`src/design/bole_pkg.sv`:
```
`timescale 1ns / 1ps
// ----------------------------------------------------------------------------
// bole_pkg
// Shared types and codes for the bounded ordered list engine.
// ----------------------------------------------------------------------------
package bole_pkg;

  localparam int unsigned ValueW = 32;
  localparam int unsigned FuncW  = 3;
  localparam int unsigned PosW   = 8;
  localparam int unsigned ItemPosW = 7;

  typedef enum logic [FuncW-1:0] {
    FUNC_INS_FIRST = 3'd0,
    FUNC_INS_LAST  = 3'd1,
    FUNC_INS_POS   = 3'd2,
    FUNC_DEL_FIRST = 3'd3,
    FUNC_DEL_LAST  = 3'd4,
    FUNC_DEL_POS   = 3'd5,
    FUNC_READ      = 3'd6
  } func_e;

  typedef enum logic [1:0] {
    ST_OK      = 2'd0,
    ST_EMPTY   = 2'd1,
    ST_INVALID = 2'd2,
    ST_FULL    = 2'd3
  } status_e;

  // Per-cycle command broadcast along the cell chain.
  typedef enum logic [1:0] {
    CMD_HOLD,
    CMD_INSERT,
    CMD_DELETE,
    CMD_ROTATE
  } cmd_e;

  typedef enum logic [1:0] {
    S_IDLE,
    S_RESP,
    S_READ
  } state_e;

endpackage

```
`src/design/bole_cell.sv`:
```
`timescale 1ns / 1ps
// ----------------------------------------------------------------------------
// bole_cell
// One list slot. Holds a value and takes a neighbor's value, the insert
// value or the head value according to the broadcast command.
// ----------------------------------------------------------------------------
module bole_cell #(
  parameter int unsigned Index = 0,
  parameter int unsigned IdxW  = 4
) (
  input  logic                                clk_i,
  input  bole_pkg::cmd_e                      cmd_i,
  input  logic [IdxW-1:0]                     idx_i,
  input  logic [IdxW-1:0]                     last_idx_i,
  input  logic signed [bole_pkg::ValueW-1:0]  ins_val_i,
  input  logic signed [bole_pkg::ValueW-1:0]  head_val_i,
  input  logic signed [bole_pkg::ValueW-1:0]  left_val_i,
  input  logic signed [bole_pkg::ValueW-1:0]  right_val_i,
  output logic signed [bole_pkg::ValueW-1:0]  val_o
);
  import bole_pkg::*;

  localparam logic [IdxW-1:0] MyIdx = IdxW'(Index);

  logic signed [ValueW-1:0] val_d, val_q;

  always_comb begin
    val_d = val_q;
    case (cmd_i)
      CMD_INSERT: begin
        if (MyIdx > idx_i) begin
          val_d = left_val_i;
        end else if (MyIdx == idx_i) begin
          val_d = ins_val_i;
        end
      end
      CMD_DELETE: begin
        if (MyIdx >= idx_i) begin
          val_d = right_val_i;
        end
      end
      CMD_ROTATE: begin
        // head wraps to the tail slot
        val_d = (MyIdx == last_idx_i) ? head_val_i : right_val_i;
      end
      default: val_d = val_q;
    endcase
  end

  always_ff @(posedge clk_i) begin
    val_q <= val_d;
  end

  assign val_o = val_q;

endmodule

```
`src/design/bounded_ordered_list_engine.sv`:
```
`timescale 1ns / 1ps
// ----------------------------------------------------------------------------
// bounded_ordered_list_engine
// Ordered list of up to CAPACITY signed values held in a chain of cells.
// ----------------------------------------------------------------------------
// Inserts and deletes shift the whole cell chain at once: the input is
// taken and its single status transfer is offered in the next cycle.
// A read out of N values rotates the chain one slot per output transfer,
// giving one transfer per cycle while out_ready_i is high; after the last
// value the list is back in order.
// Only one item is in flight at a time.
// ----------------------------------------------------------------------------
module bounded_ordered_list_engine #(
  parameter int unsigned CAPACITY = 16
) (
  input  logic                                clk_i,
  input  logic                                rst_ni,
  input  logic                                in_valid_i,
  output logic                                in_ready_o,
  input  logic [bole_pkg::FuncW-1:0]          func_i,
  input  logic signed [bole_pkg::ValueW-1:0]  value_i,
  input  logic [bole_pkg::PosW-1:0]           position_i,
  output logic                                out_valid_o,
  input  logic                                out_ready_i,
  output logic [1:0]                          status_o,
  output logic signed [bole_pkg::ValueW-1:0]  item_value_o,
  output logic [bole_pkg::ItemPosW-1:0]       item_position_o,
  output logic                                last_o
);
  import bole_pkg::*;

  localparam int unsigned IdxW = $clog2(CAPACITY);
  localparam int unsigned CntW = $clog2(CAPACITY + 1);

  state_e              state_q, state_d;
  logic [CntW-1:0]     count_q, count_d;
  status_e             status_q, status_d;
  logic [CntW-1:0]     rd_pos_q, rd_pos_d;

  cmd_e                cmd;
  logic [IdxW-1:0]     idx;
  logic [IdxW-1:0]     last_idx;
  status_e             dec_status;
  logic                dec_read;
  logic                in_xfer, out_xfer, rd_last;
  logic [PosW:0]       pos_ext, cnt_ext;

  logic signed [ValueW-1:0] cell_val [CAPACITY];

  assign in_xfer  = in_valid_i & in_ready_o;
  assign out_xfer = out_valid_o & out_ready_i;
  assign pos_ext  = {1'b0, position_i};
  assign cnt_ext  = (PosW + 1)'(count_q);
  assign last_idx = IdxW'(count_q - CntW'(1));
  assign rd_last  = (rd_pos_q == count_q);

  // Operation decode
  always_comb begin
    cmd        = CMD_HOLD;
    idx        = '0;
    dec_status = ST_OK;
    dec_read   = 1'b0;
    if (state_q == S_READ) begin
      if (out_ready_i) begin
        cmd = CMD_ROTATE;
      end
    end else if (in_xfer) begin
      case (func_i)
        FUNC_INS_FIRST, FUNC_INS_LAST: begin
          if (count_q == CntW'(CAPACITY)) begin
            dec_status = ST_FULL;
          end else begin
            cmd = CMD_INSERT;
            idx = (func_i == FUNC_INS_FIRST) ? '0 : IdxW'(count_q);
          end
        end
        FUNC_INS_POS: begin
          if (position_i == '0 || pos_ext > cnt_ext + (PosW + 1)'(1)) begin
            dec_status = ST_INVALID;
          end else if (count_q == CntW'(CAPACITY)) begin
            dec_status = ST_FULL;
          end else begin
            cmd = CMD_INSERT;
            idx = IdxW'(position_i - PosW'(1));
          end
        end
        FUNC_DEL_FIRST, FUNC_DEL_LAST: begin
          if (count_q == '0) begin
            dec_status = ST_EMPTY;
          end else begin
            cmd = CMD_DELETE;
            idx = (func_i == FUNC_DEL_FIRST) ? '0 : last_idx;
          end
        end
        FUNC_DEL_POS: begin
          if (count_q == '0) begin
            dec_status = ST_EMPTY;
          end else if (position_i == '0 || pos_ext > cnt_ext) begin
            dec_status = ST_INVALID;
          end else begin
            cmd = CMD_DELETE;
            idx = IdxW'(position_i - PosW'(1));
          end
        end
        FUNC_READ: begin
          if (count_q == '0) begin
            dec_status = ST_EMPTY;
          end else begin
            dec_read = 1'b1;
          end
        end
        default: dec_status = ST_INVALID;
      endcase
    end
  end

  // Next state
  always_comb begin
    state_d  = state_q;
    status_d = status_q;
    rd_pos_d = rd_pos_q;
    count_d  = count_q;
    unique case (state_q)
      S_IDLE: begin
        if (in_xfer) begin
          status_d = dec_status;
          rd_pos_d = CntW'(1);
          state_d  = dec_read ? S_READ : S_RESP;
        end
      end
      S_RESP: begin
        if (out_xfer) begin
          state_d = S_IDLE;
        end
      end
      S_READ: begin
        if (out_xfer) begin
          rd_pos_d = rd_pos_q + CntW'(1);
          if (rd_last) begin
            state_d = S_IDLE;
          end
        end
      end
      default: state_d = S_IDLE;
    endcase
    if (cmd == CMD_INSERT) begin
      count_d = count_q + CntW'(1);
    end else if (cmd == CMD_DELETE) begin
      count_d = count_q - CntW'(1);
    end
  end

  // Outputs
  always_comb begin
    in_ready_o      = 1'b0;
    out_valid_o     = 1'b0;
    status_o        = ST_OK;
    item_value_o    = '0;
    item_position_o = '0;
    last_o          = 1'b0;
    unique case (state_q)
      S_IDLE: begin
        in_ready_o = 1'b1;
      end
      S_RESP: begin
        out_valid_o = 1'b1;
        status_o    = status_q;
        last_o      = 1'b1;
      end
      S_READ: begin
        out_valid_o     = 1'b1;
        item_value_o    = cell_val[0];
        item_position_o = ItemPosW'(rd_pos_q);
        last_o          = rd_last;
      end
      default: in_ready_o = 1'b0;
    endcase
  end

  always_ff @(posedge clk_i or negedge rst_ni) begin
    if (!rst_ni) begin
      state_q  <= S_IDLE;
      count_q  <= '0;
      status_q <= ST_OK;
      rd_pos_q <= '0;
    end else begin
      state_q  <= state_d;
      count_q  <= count_d;
      status_q <= status_d;
      rd_pos_q <= rd_pos_d;
    end
  end

  for (genvar i = 0; i < CAPACITY; i++) begin : g_cell
    logic signed [ValueW-1:0] left_val, right_val;
    if (i == 0) begin : g_head
      assign left_val = cell_val[i];
    end else begin : g_body
      assign left_val = cell_val[i-1];
    end
    if (i == CAPACITY - 1) begin : g_tail
      assign right_val = cell_val[i];
    end else begin : g_inner
      assign right_val = cell_val[i+1];
    end

    bole_cell #(
      .Index(i),
      .IdxW (IdxW)
    ) u_cell (
      .clk_i      (clk_i),
      .cmd_i      (cmd),
      .idx_i      (idx),
      .last_idx_i (last_idx),
      .ins_val_i  (value_i),
      .head_val_i (cell_val[0]),
      .left_val_i (left_val),
      .right_val_i(right_val),
      .val_o      (cell_val[i])
    );
  end

endmodule
```
`config.mk`:
```
export PLATFORM = sky130hd
export DESIGN_NAME = bounded_ordered_list_engine
export DESIGN_NICKNAME = d
export VERILOG_FILES = /design/src/design/bole_pkg.sv /design/src/design/bole_cell.sv /design/src/design/bounded_ordered_list_engine.sv
export SDC_FILE = /design/constraint.sdc
export NUM_CORES = 2
export LEC_CHECK = 0
export ABC_AREA = 1
export BUFFER_PORTS_ARGS = -buffer_cell sky130_fd_sc_hd__buf_2
export CORE_UTILIZATION = 55
export CTS_BUF_LIST = sky130_fd_sc_hd__clkbuf_8
export CTS_CLUSTER_SIZE = 14
export DETAILED_ROUTE_END_ITERATION = 8
export GPL_ROUTABILITY_DRIVEN = 0
export PLACE_DENSITY = 0.74
export SLEW_MARGIN = 5
export SYNTH_ARGS = -nofsm -noshare
export SYNTH_HDL_FRONTEND = slang
export SYNTH_SLANG_ARGS = --single-unit
```
`constraint.sdc`:
```
create_clock -name clk_i -period 7.8 [get_ports clk_i]
set_clock_uncertainty 0.15 [all_clocks]
set_input_delay 0.39 -clock clk_i [delete_from_list [all_inputs] [get_ports clk_i]]
set_output_delay 0.39 -clock clk_i [all_outputs]
set_load 0.02 [all_outputs]
```
After elaboration in Yosys (flattened, before gate mapping)
Index checks and enable logic that the tools add are counted.
W data, S select, Z words.
Word-level totals
  register bits after elaboration: 526
  input port bits: 47
  output and inout bits: 44
  logic and storage cells: 303
Cells by class
  add/subtract/negate cells: 5
  magnitude comparators: 33
  equality and inequality tests: 81
  multiplexer cells: 127
  bitwise operators: 2
  reductions and logical operators: 35
Operator list (number)
  $mux W32: 64
  $pmux W32 S3: 15
  $eq A4 B4 Y1 const A: 16
  $pmux W32 S2: 1
  $reduce_and A3 Y1: 16
  $ne A3 B1 Y1 const B: 15
  $mux W4: 10
  $mux W2: 18
  $ne A2 B1 Y1 const B: 17
  $eq A3 B4 Y1 const A: 8
  $gt A4 B4 Y1 const A: 8
  $ge A4 B4 Y1 const A: 7
  $mux W5: 5
  $eq A2 B4 Y1 const A: 4
  $ge A3 B4 Y1 const A: 4
  $gt A3 B4 Y1 const A: 4
  $pmux W2 S4: 2
  $pmux W4 S4: 1
  $ne A2 B2 Y1 const B: 6
  $add A5 B1 Y5 const B: 2
  $pmux W5 S2: 1
  $eq A3 B3 Y1 const B: 3
  $eq A1 B4 Y1 const A: 2
  $ge A1 B4 Y1 const A: 2
  other kinds (31): 52

Longest topological paths before layout
  depth after elaboration: 11
  depth in mapped cells: 27
  gate-level depth less buffers: 24

By module
A second synthesis with hierarchy kept.
Second synthesis, totals
  cells, all modules: 6623
  area, all modules: 43823.3 um^2
Modules (own cells, without submodules)
  bole_cell at g_cell[1].u_cell: instances 1, cells each 514, area an instance 3041.7 um^2, sequential area each 960.9 um^2
  bole_cell at g_cell[4].u_cell: instances 1, cells each 487, area an instance 3041.7 um^2, sequential area each 960.9 um^2
  bole_cell at g_cell[13].u_cell: instances 1, cells each 428, area an instance 2778.9 um^2, sequential area each 960.9 um^2
  bole_cell at g_cell[2].u_cell: instances 1, cells each 394, area an instance 2745.1 um^2, sequential area each 960.9 um^2
  bole_cell at g_cell[6].u_cell: instances 1, cells each 393, area an instance 2733.9 um^2, sequential area each 960.9 um^2
  bole_cell at g_cell[12].u_cell: instances 1, cells each 427, area an instance 2710.1 um^2, sequential area each 960.9 um^2
  bole_cell at g_cell[14].u_cell: instances 1, cells each 407, area an instance 2643.8 um^2, sequential area each 960.9 um^2
  bole_cell at g_cell[15].u_cell: instances 1, cells each 429, area an instance 2640.0 um^2, sequential area each 960.9 um^2
  bole_cell at g_cell[3].u_cell: instances 1, cells each 380, area an instance 2635.0 um^2, sequential area each 960.9 um^2
  bole_cell at g_cell[8].u_cell: instances 1, cells each 423, area an instance 2630.0 um^2, sequential area each 960.9 um^2
  bole_cell at g_cell[10].u_cell: instances 1, cells each 368, area an instance 2431.1 um^2, sequential area each 960.9 um^2
  bole_cell at g_cell[7].u_cell: instances 1, cells each 327, area an instance 2391.0 um^2, sequential area each 960.9 um^2
  bole_cell at g_cell[0].u_cell: instances 1, cells each 318, area an instance 2371.0 um^2, sequential area each 960.9 um^2
  bole_cell at g_cell[11].u_cell: instances 1, cells each 327, area an instance 2356.0 um^2, sequential area each 960.9 um^2
  +3 rows

Least setup slack after synthesis
No wires, ideal clock.
  kind: reg2reg
  start point: register count_q[0]
  end point: register g_cell[9].u_cell.val_q[0], enable pin
  setup time: 0.466 ns
  arrival: 4.905 ns
  required time: 7.184 ns
  path slack: 2.280 ns
  cell stages (with the launch flop): 18
  buffers on the path: 1
  clock period less this slack: 5.520 ns
  path through: dfrtp_1 > ha_1 > nand3_1 > xor2_1 > inv_1 > ha_1 > nand2_1 > nor2_1 > nand4_1 > nand2_1 > nand2_1 > o41ai_1 > nand2_1 > nand2_1 > inv_1 > ha_1 > clkbuf_1 > o21ai_0
On the way
  longest elaborated chain between the ends: 10
  elaborated cells between the ends (all ways): 37
  classes of those cells: add/sub (2); order compare (4); eq/ne (7); mux (19); reduce/logical (5)
RTL lines
  from (decl): RTL line bounded_ordered_list_engine.sv:36  | logic [CntW-1:0] count_q, count_d;
  from (signal assigned): RTL line bounded_ordered_list_engine.sv:188  | count_q <= count_d;
  $add A5 B1 Y6 or $gt A8 B5 Y1 (tied branches): RTL line bounded_ordered_list_engine.sv:78, bounded_ordered_list_engine.sv:98
  $gt A8 B6 Y1 or $logic_or A1 B1 Y1 (tied branches): RTL line bounded_ordered_list_engine.sv:78, bounded_ordered_list_engine.sv:98
  $logic_or A1 B1 Y1, or another cell as far along: RTL line bounded_ordered_list_engine.sv:78  | if (position_i == '0 || pos_ext > cnt_ext + (PosW + 1)'(1)) begin
  $mux W4, or another cell as far along: RTL line bounded_ordered_list_engine.sv:78
  $pmux W4 S4 or $pmux W2 S4 (tied branches): RTL line bounded_ordered_list_engine.sv:68  | case (func_i)
  $mux W4 or $mux W2 (tied branches): RTL line bounded_ordered_list_engine.sv:67  | end else if (in_xfer) begin
  $mux W4 or $mux W2 (tied branches): RTL line bounded_ordered_list_engine.sv:63  | if (state_q == S_READ) begin
  $gt A4 B4 Y1, or another cell as far along: RTL line bole_cell.sv:31  | if (MyIdx > idx_i) begin
  $ne A3 B1 Y1 (no source line), or another cell as far along
  $reduce_and A3 Y1 (no source line) *
  to (signal assigned): RTL line bole_cell.sv:51  | val_q <= val_d;
  to (decl): RTL line bole_cell.sv:25  | logic signed [ValueW-1:0] val_d, val_q;
Every way passes the cells marked *; elsewhere a longest branch is shown, timed or not.
A chain may end at the register's enable or synchronous reset.

Final worst setup path
  start point: register count_q[0]
  end point: register g_cell[4].u_cell.val_q[17], data pin
On the way
  longest elaborated chain between the ends: 10
  elaborated cells between the ends (all ways): 35
  classes of those cells: add/sub (2); order compare (3); eq/ne (5); mux (22); reduce/logical (3)
RTL lines
  $add A5 B1 Y6 or $gt A8 B5 Y1 (tied branches): RTL line bounded_ordered_list_engine.sv:78, bounded_ordered_list_engine.sv:98
  $gt A8 B6 Y1 or $logic_or A1 B1 Y1 (tied branches): RTL line bounded_ordered_list_engine.sv:78, bounded_ordered_list_engine.sv:98
  $logic_or A1 B1 Y1 or $mux W4 (tied branches): RTL line bounded_ordered_list_engine.sv:78, bounded_ordered_list_engine.sv:98
  $mux W4, on equally long branches: RTL line bounded_ordered_list_engine.sv:78, bounded_ordered_list_engine.sv:96
  $pmux W4 S4: RTL line bounded_ordered_list_engine.sv:68
  $mux W4: RTL line bounded_ordered_list_engine.sv:67
  $mux W4: RTL line bounded_ordered_list_engine.sv:63
  $gt A3 B4 Y1: RTL line bole_cell.sv:31
  $mux W32: RTL line bole_cell.sv:31
  $pmux W32 S3 *: RTL line bole_cell.sv:29  | case (cmd_i)
  net g_cell[4].u_cell.val_d[17]: RTL line bole_cell.sv:25
  to (signal assigned): RTL line bole_cell.sv:51
  to (decl): RTL line bole_cell.sv:25
The timed path passes the listed nets; every way through them passes the cells marked *.

==> impl_metrics.py <==
metrics = {
    "status": {
        "run_status": "complete, no violations",
    },
    "route": {
        "per_cell_via_count_in_the_routed_design": 6.32,
        "detailedRoute.firstPassIterationCount": 9,
        "wl_per_cell_um": 24.9,
        "finalWirelength_mm": 130,
        "route.vias.total": 33000,
        "drt.antenna.violating_nets": 0,
        "iteration_0_drc_markers": 5410,
        "drt_drc_violations_left": 0,
    },
    "place": {
        "post-dp-hpwl_mm": 75.5,
        "placed_instance_area_sq_mm": 0.0346,
        "portBuffers": 88,
    },
    "grt": {
        "via_count_of_the_first_global_routing_pass": 31200,
        "grt_antenna_before_repair": 2,
        "grt_first_pass_wirelength_mm": 191,
        "grt_max_degree": 181,
        "globalRouteTotalUtil": 0.408,
        "grt_overflow": 0,
    },
    "synthesis": {
        "number_of_instances_in_the_synthesized_netlist": 4379,
        "post-synth-top-area-cell": "edfxtp_1",
        "netlist_top_cells_area": "edfxtp_1 46%, nand2_1 13%, inv_1 9.7%, o22ai_1 8.4%, nand3_1 4.1%",
        "postSynth.topFlopCell": "edfxtp_1",
        "synth.top_cell.area_share": 0.456,
        "ys_types": 61,
        "synth.yosys.seq_area_share": 0.466,
        "synth_edf_count": 512,
        "synth_async_sr_flop_share": 0.0266,
        "ys_ff_latch": 526,
        "ys.warnings.count": 0,
        "syn_area_sq_mm": 0.0337,
        "post_synth.cell_area_avg_sq_um": 7.71,
    },
    "critical_path": {
        "critPathBufInv": 5,
        "worst-endpoint-required_ns": 8.12,
        "critical-path-slowest-cell": "nor2_4",
        "crit_path_max_incr_delay_ns": 0.84,
        "endpoint_kind": "flop",
        "path_max_fanout": 58,
        "critical_path.most_common_cell": "nand2_1",
        "critical_path.cell_chain": "ha_1 -> nand3_1 -> xor2_1 -> inv_1 -> ha_1 -> nand2_1 -> nor2_1 -> nand4_1 -> nand2_1 -> nand2_1 -> o41ai_1 -> nand2_1 -> nand2_1 -> inv_1 -> ha_2 -> nor2_4 -> inv_4 -> o21ai_4 -> buf_4 -> o22ai_1 -> inv_1 -> o21ai_1",
        "startpoint_type": "flop",
        "critical_path_class": "flop to flop",
        "cp_data_arrival_time_ns": 6.64,
        "critical-path-top-delay-family": "simple AND/OR/NAND/NOR gates",
    },
    "floorplanning": {
        "full_die_area_sq_mm": 0.0623,
        "placeableCoreArea_sq_mm": 0.0605,
        "die_width_um": 250,
        "num_rows": 90,
        "initial_utilization": 0.558,
        "die_height_um": 250,
        "top_level_ports": 91,
    },
    "cells_and_area": {
        "final_design_area_no_fill_sq_mm": 0.0366,
        "finalNetCount": 4444,
        "ff_latch_area_sq_mm": 0.0157,
        "drive_above_1_share": 0.0868,
        "layout_overhead_on_the_synthesized_area_pct": 8.37,
        "area_of_the_multi_input_gates_sq_mm": 0.0134,
        "num-fill-cells": 5295,
        "layout_common_cells": "1,131 x nand2_1, 910 x inv_1, 512 x edfxtp_1",
        "layout_commonest_cell": "nand2_1",
    },
    "timing": {
        "fin_crit_ns": 6.32,
        "rsz0062_at_grt": "false",
        "hold_viol_final": 0,
        "timing_max_transition_violations_final": 0,
        "finalSetupViolations": 0,
        "slew_at_the_pin_closest_to_its_max_slew_limit_ns": 1.23,
        "finalCritPeriodShare": 0.810,
        "fin_setup_tns_ns": 0,
        "relSlewSlack": 0.181,
        "achievable-frequency_ghz": 0.158,
    },
    "pwr": {
        "internal-power_uw": 8710,
        "power_per_cell_area_mw_per_mm2": 442,
        "ir_drop_mv": 0.287,
        "static-leakage-power_uw": 0.0168,
        "pwr-share-clk": 0.149,
        "power_switching_share": 0.461,
        "power_frac_comb": 0.477,
        "sequentialPowerShare": 0.374,
        "finalPower_uw": 16200,
        "total_switching_power_uw": 7460,
    },
    "cts": {
        "postCtsSetupRepairBufs": 0,
        "post_cts_resized": 0,
        "clock_slew_seen_by_the_registers_of_the_worst_setup_and_hold_paths_ns": 0.06,
        "cts-buffers-inserted": 95,
        "cts_tree": "built",
        "cts_htree_levels": 3,
        "clock_latency_ns": 0.74,
        "cts.sinks": 526,
        "cts.path.max_buffers": 3,
        "clock-root-buffer": "clkbuf_8",
    },
    "job": {
        "timing.max_cap.violations": 0,
    },
    "worst_hold_path": {
        "holdCritPathClass": "primary input to flop",
    },
}
-- final cells by class --
type	instances	area share
sequential	526	0.430
multi-input combinational	2618	0.367
inverter	950	0.0979
clock buffer	99	0.0373
timing repair buffer	180	0.0333
antenna	2	0.000137
tap	782	0.0268
clock inverter	64	0.00715
-- Yosys cell counts, types with 4 or more instances --
cell / n
xor2_1: 6
buf_6: 7
nand2_2: 15
nand2_4: 9
ha_1: 26
nor3_1: 4
nand4_1: 14
o21ai_2: 7
nand3b_1: 7
o31ai_1: 4
inv_2: 20
clkinv_1: 54
edfxtp_1: 512
a21oi_1: 31
nand2_8: 4
o22ai_1: 454
buf_4: 25
buf_1: 30
inv_1: 873
dfrtp_1: 14
o21ai_0: 107
nand3_1: 278
o221ai_1: 9
a31oi_1: 26
a21o_1: 7
a31o_2: 22
nand2_1: 1131
buf_2: 94
o211ai_1: 15
clkbuf_1: 130
o21bai_1: 101
nor2_2: 5
o21ai_1: 112
nor2_1: 190
-- kinds of logic after synthesis --
family,Yosys count,synth area share
AND/OR/NAND/NOR,1673,0.208
buffers and inverters,1236,0.146
AO/OA/AOI/OAI,909,0.168
flip-flops,526,0.466
adder cells (fa/ha/maj),26,0.00964
XOR/XNOR,8,0.00230
other,1,0.000111
-- stage by stage --
| step | hold WS (ns) | std cells | worst slack, ns | util |
|---|---|---|---|---|
| 5_1_grt | 0.0532 | 5220 | 1.19 | 0.605 |
| 3_5_place_dp | 0.165 | 5026 | 1.68 | 0.573 |
| 6_report | 0.0498 | 5221 | 1.48 | 0.605 |
| 2_1_floorplan | -0.0556 | 4380 | 2.28 | - |
| 4_1_cts | 0.0209 | 5219 | 1.66 | 0.605 |
| 3_3_place_gp | 0.172 | 5026 | 1.78 | 0.573 |
-- registers in the layout, indices dropped and copies added, names as in the netlist --
register             cells
count_q                  5
status_q                 2
rd_pos_q                 5
state_q                  2
g_cell.u_cell.val_o    512
-- tightest hold or removal path: cells and delay by family --
| kind | cells | cell delay (ns) |
|---|---|---|
| and+or+nand+nor | 2 | 0.24 |
| buffers and inverters | 1 | 0.14 |
| AOI/OAI and AO/OA | 1 | 0.12 |
-- final timing paths --
kind / slack (ns) / endpoint / startpoint / cells after the start
max: 1.48 / g_cell[4].u_cell.val_o[17] / count_q[0] / 22
min reg2reg: 0.37 / status_q[1] / status_q[1] / 1
max in group asynchronous: 6.36 / count_q[4] / rst_ni / 3
min: 0.05 / status_q[1] / func_i[0] / 4
max reg2reg: 1.48 / g_cell[4].u_cell.val_o[17] / count_q[0] / 22
min in group asynchronous: 0.66 / rd_pos_q[3] / rst_ni / 3
-- power by group through the flow --
stage	logic (uW)	clock network, uW	registers [uW]
2_1_floorplan	4900	0	5870
3_3_place_gp	7150	0	6020
3_5_place_dp	7290	0	6040
4_1_cts	7330	2390	6010
5_1_grt	8180	2500	6160
6_report	7710	2410	6050
-- routing by layer --
metal / share of wire / global-route usage / routed length [um] / up-vias
met5: 0.000062 / 0 / 8 / -
met1: 0.34 / 0.516 / 44700 / 14900
li1: - / - / - / 14400
met3: 0.17 / 0.144 / 21800 / 724
met2: 0.42 / 0.602 / 54400 / 3044
met4: 0.069 / 0.246 / 8970 / 2
-- what timing repair did --
| action | 4_1_cts | 5_1_grt |
|---|---|---|
| setup endpoints to repair | 0 | 0 |
| hold buffers | 30 | 0 |
| endpoints found under the hold margin | 91 | 0 |
Note: power is estimated with default switching activity, not from simulation.
